==> src/rtl/grns_pkg.sv <==
package grns_pkg;

    localparam int GRID_W_DEF = 256;
    localparam int GRID_H_DEF = 256;
    localparam int MAX_K_DEF  = 16;

    localparam int FUNC_W   = 2;
    localparam int COORD_W  = 9;
    localparam int SC_W     = 12;
    localparam int RING_W   = 10;
    localparam int OWNER_W  = 16;
    localparam int WANTED_W = 5;

    localparam logic [FUNC_W-1:0] FUNC_PLACE  = 2'd0;
    localparam logic [FUNC_W-1:0] FUNC_QUERY  = 2'd1;
    localparam logic [FUNC_W-1:0] FUNC_CLEAR  = 2'd2;
    localparam logic [FUNC_W-1:0] FUNC_UNUSED = 2'd3;

    localparam logic [WANTED_W-1:0] WANTED_RESET = 5'd8;
    localparam logic [OWNER_W-1:0]  COUNT_FULL   = 16'hFFFF;

    typedef struct packed {
        logic [FUNC_W-1:0]  func;
        logic [COORD_W-1:0] x;
        logic [COORD_W-1:0] y;
    } in_word_t;

    typedef struct packed {
        logic [OWNER_W-1:0] neighbour;
        logic               last;
        logic               short_run;
    } out_word_t;

    typedef struct packed {
        logic accept;
        logic clear_start;
        logic clear_step;
        logic place;
        logic setup;
        logic load_cell;
        logic advance;
        logic push;
        logic final_emit;
    } cmd_t;

    typedef struct packed {
        logic clear_last;
        logic search_done;
        logic cell_in;
        logic cell_hit;
        logic push_ok;
        logic slot_free;
    } status_t;

endpackage

==> src/rtl/grns_ctrl.sv <==
module grns_ctrl
    import grns_pkg::*;
(
    input  logic              clk,
    input  logic              rst_n,
    input  logic              in_valid,
    input  logic [FUNC_W-1:0] in_func,
    input  status_t           status,
    output cmd_t              cmd,
    output logic              in_ready
);

    typedef enum logic [7:0] {
        S_CLEAR = 8'b0000_0001,
        S_IDLE  = 8'b0000_0010,
        S_PLACE = 8'b0000_0100,
        S_SETUP = 8'b0000_1000,
        S_CALC  = 8'b0001_0000,
        S_READ  = 8'b0010_0000,
        S_CHECK = 8'b0100_0000,
        S_FINAL = 8'b1000_0000
    } state_t;

    state_t state_reg, state_next;

    always_ff @(posedge clk or negedge rst_n)
    begin
        if (!rst_n)
        begin
            state_reg <= S_CLEAR;
        end
        else
        begin
            state_reg <= state_next;
        end
    end

    always_comb
    begin
        state_next = state_reg;
        cmd        = '0;
        in_ready   = 1'b0;
        case (state_reg)
            S_CLEAR:
            begin
                cmd.clear_step = 1'b1;
                if (status.clear_last)
                begin
                    state_next = S_IDLE;
                end
            end
            S_IDLE:
            begin
                in_ready = 1'b1;
                if (in_valid)
                begin
                    cmd.accept = 1'b1;
                    case (in_func)
                        FUNC_PLACE: state_next = S_PLACE;
                        FUNC_QUERY: state_next = S_SETUP;
                        FUNC_CLEAR:
                        begin
                            cmd.clear_start = 1'b1;
                            state_next      = S_CLEAR;
                        end
                        default: state_next = S_IDLE;
                    endcase
                end
            end
            S_PLACE:
            begin
                cmd.place  = 1'b1;
                state_next = S_IDLE;
            end
            S_SETUP:
            begin
                cmd.setup  = 1'b1;
                state_next = S_CALC;
            end
            S_CALC:
            begin
                if (status.search_done)
                begin
                    state_next = S_FINAL;
                end
                else if (status.cell_in)
                begin
                    cmd.load_cell = 1'b1;
                    state_next    = S_READ;
                end
                else
                begin
                    cmd.advance = 1'b1;
                end
            end
            S_READ:
            begin
                cmd.advance = 1'b1;
                state_next  = S_CHECK;
            end
            S_CHECK:
            begin
                // on a hit, hold while both the output and the pending word are occupied
                if (!status.cell_hit)
                begin
                    state_next = S_CALC;
                end
                else if (status.push_ok)
                begin
                    cmd.push   = 1'b1;
                    state_next = S_CALC;
                end
            end
            S_FINAL:
            begin
                if (status.slot_free)
                begin
                    cmd.final_emit = 1'b1;
                    state_next     = S_IDLE;
                end
            end
            default:
            begin
                state_next = S_IDLE;
            end
        endcase
    end

endmodule

==> config.mk <==
export PLATFORM = sky130hd
export DESIGN_NAME = grns_ctrl
export DESIGN_NICKNAME = d
export VERILOG_FILES = /design/src/rtl/grns_pkg.sv /design/src/rtl/grns_ctrl.sv
export SDC_FILE = /design/constraint.sdc
export NUM_CORES = 1
export LEC_CHECK = 0
export BUFFER_PORTS_ARGS = -buffer_cell sky130_fd_sc_hd__buf_2
export CORE_AREA = 3 3 40 42
export CTS_CLUSTER_SIZE = 24
export DETAILED_ROUTE_END_ITERATION = 16
export DIE_AREA = 0 0 43 45
export PLACE_DENSITY = 0.68
export SLEW_MARGIN = 20
export SYNTH_ARGS = -nofsm -noshare
export SYNTH_HDL_FRONTEND = slang
export SYNTH_SLANG_ARGS = --single-unit
==> constraint.sdc <==
create_clock -name clk -period 2.1 [get_ports clk]
set_clock_uncertainty 0.05 [all_clocks]
set_input_delay 0.105 -clock clk [delete_from_list [all_inputs] [get_ports clk]]
set_output_delay 0.105 -clock clk [all_outputs]
set_load 0.02 [all_outputs]
==> flow_summary_export.csv, run 1 <==
group,metric,value,unit
outcome,status,"completed",
synthesis,syn_inst,56,
cells_and_area,diodes,0,
synthesis,mappedNetlistArea,536.8,um^2
timing,fmax,0.5242,GHz
global_route,gr-total-overflow,0,
setup_path,crit_chain,"nor3_2 -> and4b_4 -> nand2_4 -> nor2_1 -> buf_2",
timing,tns,0,ps
drt,drt-total-wl,1.178,mm
cts,h-tree-depth,1,
timing,drv_slew,0,
synthesis,synthArstFlopShare,100.0,%
setup_path,crit_fanout,8,
setup_path,crit_type,"register to primary output",
drt,route.vias.total,521,
timing,finalSetupViolCount,0,
synthesis,ys_ff_latch,8,
synthesis,ys.flop_type,"dfrtp_1",
drt,antenna_left,0,
cells_and_area,synthToLayoutAreaGrowth,30.77,%
global_route,grt_pass1_wl,2.021,mm
floorplan,die_w,43,um
setup_path,arrival,1750,ps
timing,grt_setup_unrepaired,"false",
cells_and_area,layout.nets,94,
synthesis,ys_warn_count,0,
pwr,power_density,559.5,nW/um^2
synthesis,seq_area_frac_synth,37.53,%
setup_path,slowest_delay,440,ps
floorplan,initial_utilization,41.77,%
timing,finalCriticalPeriod,1908,ps
global_route,globalRouteTotalUtil,13.53,%
drt,dr.first_iter.drc_count,3,
setup_path,endpoint_kind,"primary output",
timing,tightest_slew,452.6,ps
cts,cts_tree,"built",
pwr,p_leak,0.0003582,uW
timing,fin_crit_sh,90.85,%
synthesis,netlist.area_leader.share,32.63,%
timing,relSlewSlack,69.66,%
placement,port_buffers,20,
cts,hold_buffers,2,
setup_path,required,1950,ps
drt,wire_per_inst,12.14,um
floorplan,core-area,1285,um^2
synthesis,synth.avg_cell_area,9.585,um^2
cells_and_area,largest_reg_flops,8,
floorplan,ios,21,
synthesis,synth_common_cells,"7 x dfrtp_1, 4 x nand2_1, 4 x nor2b_1",
worst_hold_path,hp-class,"input port to register",
pwr,power,392.7,uW
setup_path,start_kind,"register",
cells_and_area,drive_above_1_share,39.02,%
floorplan,dieArea,1935,um^2
setup_path,worst-path-buf-inv,1,
cells_and_area,fill_cells,133,
synthesis,yosysTopAreaCell,"dfrtp_1",
setup_path,crit_slowest_cell,"nor3_2",
synthesis,synthesis.nets,67,
pwr,peakVddDrop,355.1,uV
placement,hpwl,960.9,um
placement,place_congestion,0.7541,
cts,postCtsSetupRepairBufs,0,
synthesis,synth_cell_types,34,
setup_path,path_delay_family,"simple AND/OR/NAND/NOR gates",
synthesis,synth_edf_count,0,
floorplan,rows,13,
synthesis,netlist_top_cells_area,"dfrtp_1 33%, dfstp_2 4.9%, nand4b_1 4.9%, nor2b_1 4.7%, nor3_2 3.7%",
cts,clk_path_buf_depth,2,
timing,finalHoldViolations,0,
drt,drt-vias-per-instance,5.371,
cts,numCtsBuffers,3,
global_route,antenna_found_initial,0,
global_route,grt_max_degree,9,
cts,post_cts_resize_count,0,
placement,postPlaceCellArea,655.6,um^2
cts,clock_latency,240,ps
floorplan,die_height,45,um
drt,first_pass_iters,4,
global_route,first_global_vias,462,
cts,clk_pin_slew,50,ps
drt,drc_errors,0,
cells_and_area,final_area,701.9,um^2
synthesis,synthMostInstantiatedCell,"dfrtp_1",
cts,clockRootBuffer,"clkbuf_4",
cts,cts.sinks,8,
flow_run,maxCapViolations,0,
report_power, final:
part / internal, uW / switching [uW]
Combinational: 45.7 / 59.0
Sequential: 163 / 9.74
Clock: 72.1 / 43.3
Total: 281 / 112
layer usage:
metal / part of all wire (%) / global-route usage (%) / routed length [um] / vias up
met1: 45 / 18.07 / 530 / 235
met3: 5.5 / 1.992 / 65 / 0
met4: 0 / 5.422 / 0 / 0
met2: 49 / 22.16 / 582 / 15
li1: - / - / - / 271
met5: 0 / 0 / 0 / -
logic make-up (layout without fill, tap and decap cells):
group | count (synthesis) | in the layout | share of synthesized area (%)
AO/OA/AOI/OAI | 7 | 7 | 9.090
flip-flops | 8 | 8 | 37.53
buffers and inverters | 2 | 28 | 1.397
AND/OR/NAND/NOR | 38 | 38 | 50.35
XOR/XNOR | 1 | 1 | 1.632
final timing paths:
path | startpoint | end | slack [ps] | depth (start not counted)
hold reg to reg | state_reg[2] | state_reg[4] | 520 | 1
setup / recovery | state_reg[3] | cmd[7] | 190 | 5
min in group asynchronous | rst_n | state_reg[2] | 200 | 2
max in group asynchronous | rst_n | state_reg[0] | 1560 | 2
hold / removal | in_func[1] | state_reg[3] | 10 | 2
setup reg to reg | state_reg[3] | state_reg[0] | 570 | 4
final cells by class:
type / instances / area [um^2] / area share, %
clock buffers: 4 / 26.28 / 3.743
inverters: 2 / 7.507 / 1.070
multi-input cells: 46 / 327.8 / 46.70
flip-flops and latches: 8 / 201.4 / 28.70
well taps: 15 / 18.77 / 2.674
repair buffers: 22 / 120.1 / 17.11
placed cells by master (no fill, tap or decap), types with 3 or more instances in the layout:
master	instances
nand4b_1	3
nor2_1	3
and3_1	3
dfrtp_1	7
nand2_1	4
nor2b_1	4
clkbuf_4	3
buf_2	20
metrics by stage:
| stage | setup WS, ps | hold WS, ps | utilization, % | std cells |
|---|---|---|---|---|
| after floorplan | 384.5 | -240.6 | - | 56 |
| after global placement | 482.9 | -100.2 | 51.02 | 91 |
| after detailed placement | 472.2 | -100.3 | 51.02 | 91 |
| after CTS | 205.9 | 8.799 | 54.63 | 97 |
| after global routing | 65.68 | 15.84 | 54.63 | 97 |
| final | 192.2 | 14.37 | 54.63 | 97 |
Note: power is estimated with default switching activity, not from simulation.
==> run 2, diff against run 1 <==
- BUFFER_PORTS_ARGS: -buffer_cell sky130_fd_sc_hd__buf_2 -> -buffer_cell sky130_fd_sc_hd__clkbuf_2
==> flow_summary_export.csv, run 2 (same netlist as run 1, synthesis figures left out) <==
group,metric,value,unit
cts,cts.sinks,8,
global_route,grt_pass1_wl,1.856,mm
cells_and_area,final_common_cell,"clkbuf_2",
pwr,power,393.9,uW
pwr,p_sw,113.4,uW
setup_path,arrival,1790,ps
setup_path,crit_fanout,8,
floorplan,die_w,43,um
global_route,gr-total-overflow,0,
cts,clockRootBuffer,"clkbuf_4",
drt,wire_per_inst,12.11,um
global_route,antenna_found_initial,0,
timing,fin_crit_sh,92.56,%
cells_and_area,fill_cells,119,
cells_and_area,layout.nets,94,
global_route,first_global_vias,445,
placement,port_buffers,20,
drt,first_pass_iters,4,
pwr,p_comb_share,26.5,%
pwr,power_density,561.2,nW/um^2
placement,hpwl,957.6,um
timing,fmax,0.5145,GHz
drt,antenna_left,0,
worst_hold_path,hp-class,"input port to register",
floorplan,rows,13,
setup_path,slowest_delay,440,ps
cts,numCtsBuffers,3,
cells_and_area,diodes,0,
pwr,clock_power_share,29.5,%
timing,setup_ws,156.2,ps
drt,dr.first_iter.drc_count,9,
floorplan,dieArea,1935,um^2
global_route,globalRouteTotalUtil,13.04,%
floorplan,core-area,1285,um^2
timing,finalSetupViolCount,0,
pwr,swShare,28.80,%
pwr,peakVddDrop,344.9,uV
cts,post_cts_resize_count,0,
pwr,p_int,280.5,uW
setup_path,start_kind,"register",
timing,tightest_slew,454.2,ps
setup_path,crit_type,"register to primary output",
setup_path,endpoint_kind,"primary output",
timing,tns,0,ps
pwr,p_leak,0.0003532,uW
cts,clk_pin_slew,50,ps
cells_and_area,drive_above_1_share,39.02,%
cells_and_area,final_cell_mix,"20 x clkbuf_2, 7 x dfrtp_1, 4 x nand2_1, 4 x nor2b_1",
drt,drt-vias-per-instance,5.515,
drt,route.vias.total,535,
cts,cts_tree,"built",
pwr,sequentialPowerShare,44.0,%
cts,h-tree-depth,1,
timing,finalHoldViolations,0,
drt,drt-total-wl,1.175,mm
floorplan,initial_utilization,41.77,%
setup_path,required,1950,ps
placement,place_congestion,0.7563,
floorplan,ios,21,
cts,clock_latency,250,ps
outcome,status,"completed",
timing,finalCriticalPeriod,1944,ps
floorplan,die_height,45,um
cts,postCtsSetupRepairBufs,0,
timing,grt_setup_unrepaired,"false",
setup_path,crit_slowest_cell,"nor3_2",
flow_run,maxCapViolations,0,
global_route,grt_max_degree,9,
drt,drc_errors,0,
cells_and_area,largest_reg_flops,8,
timing,drv_slew,0,
placement,pre_cts_ws,432.1,ps
timing,relSlewSlack,69.55,%
setup_path,crit_chain,"nor3_2 -> and4b_4 -> nand2_4 -> nor2_1 -> clkbuf_2",
cts,clk_path_buf_depth,2,
cells_and_area,postLayoutCoreUtil,54.63,%
cells_and_area,synthToLayoutAreaGrowth,30.77,%
run 2: changes by cell type in the layout (fill, tap and decap cells not counted):
| cell | delta |
|---|---|
| buf_2 | -20 |
| clkbuf_2 | +20 |
run 2: worst paths after layout:
| path | start | endpoint | slack, ps | cells after the start |
|---|---|---|---|---|
| setup / recovery | state_reg[3] | cmd[7] | 160 | 5 |
| hold / removal | in_func[1] | state_reg[3] | 20 | 2 |
| setup reg to reg | state_reg[3] | state_reg[3] | 550 | 4 |
| hold reg to reg | state_reg[2] | state_reg[4] | 520 | 1 |
| max in group asynchronous | rst_n | state_reg[0] | 1550 | 2 |
| min in group asynchronous | rst_n | state_reg[2] | 210 | 2 |
run 2: per-stage QoR:
step                hold WS [ps]  cell area [um^2]  cells
detailed placement        -98.32             655.6     91
CTS                        9.537             701.9     97
finish                     23.84             701.9     97
global route               16.26             701.9     97
floorplan                 -240.6             536.8     56
global placement          -95.24             655.6     91
run 2: what timing repair did:
action                                  in CTS  in global routing
hold endpoints to repair                     9                  0
endpoints found under the setup margin       0                  0
hold buffers                                 2                  0
run 2: routing by layer:
metal | vias up | track usage (%) | wire length (um)
met5 | - | 0 | 0
met4 | 0 | 9.036 | 13
met3 | 2 | 1.594 | 71
met2 | 17 | 20.96 | 584
met1 | 247 | 16.38 | 506
li1 | 269 | - | -
run 2: final cells by class:
class / count / area (um^2) / share of cell area, %
Sequential cell: 8 / 201.4 / 28.70
Clock buffer: 4 / 26.28 / 3.743
Inverter: 2 / 7.507 / 1.070
Timing Repair Buffer: 22 / 120.1 / 17.11
Multi-Input combinational cell: 46 / 327.8 / 46.70
Tap cell: 15 / 18.77 / 2.674
run 2: power groups by stage:
stage | clock network [uW] | registers (uW) | logic, uW
finish | 116 | 173 | 105
global route | 127 | 174 | 117
CTS | 122 | 173 | 105
detailed placement | 0 | 175 | 102
global placement | 0 | 174 | 101
floorplan | 0 | 173 | 69.7
run 2: critical path, delay by kind of cell (launching register included):
kind	cells	cell delay, ps
simple gates	4	950
flops	1	420
buf+inv	1	170
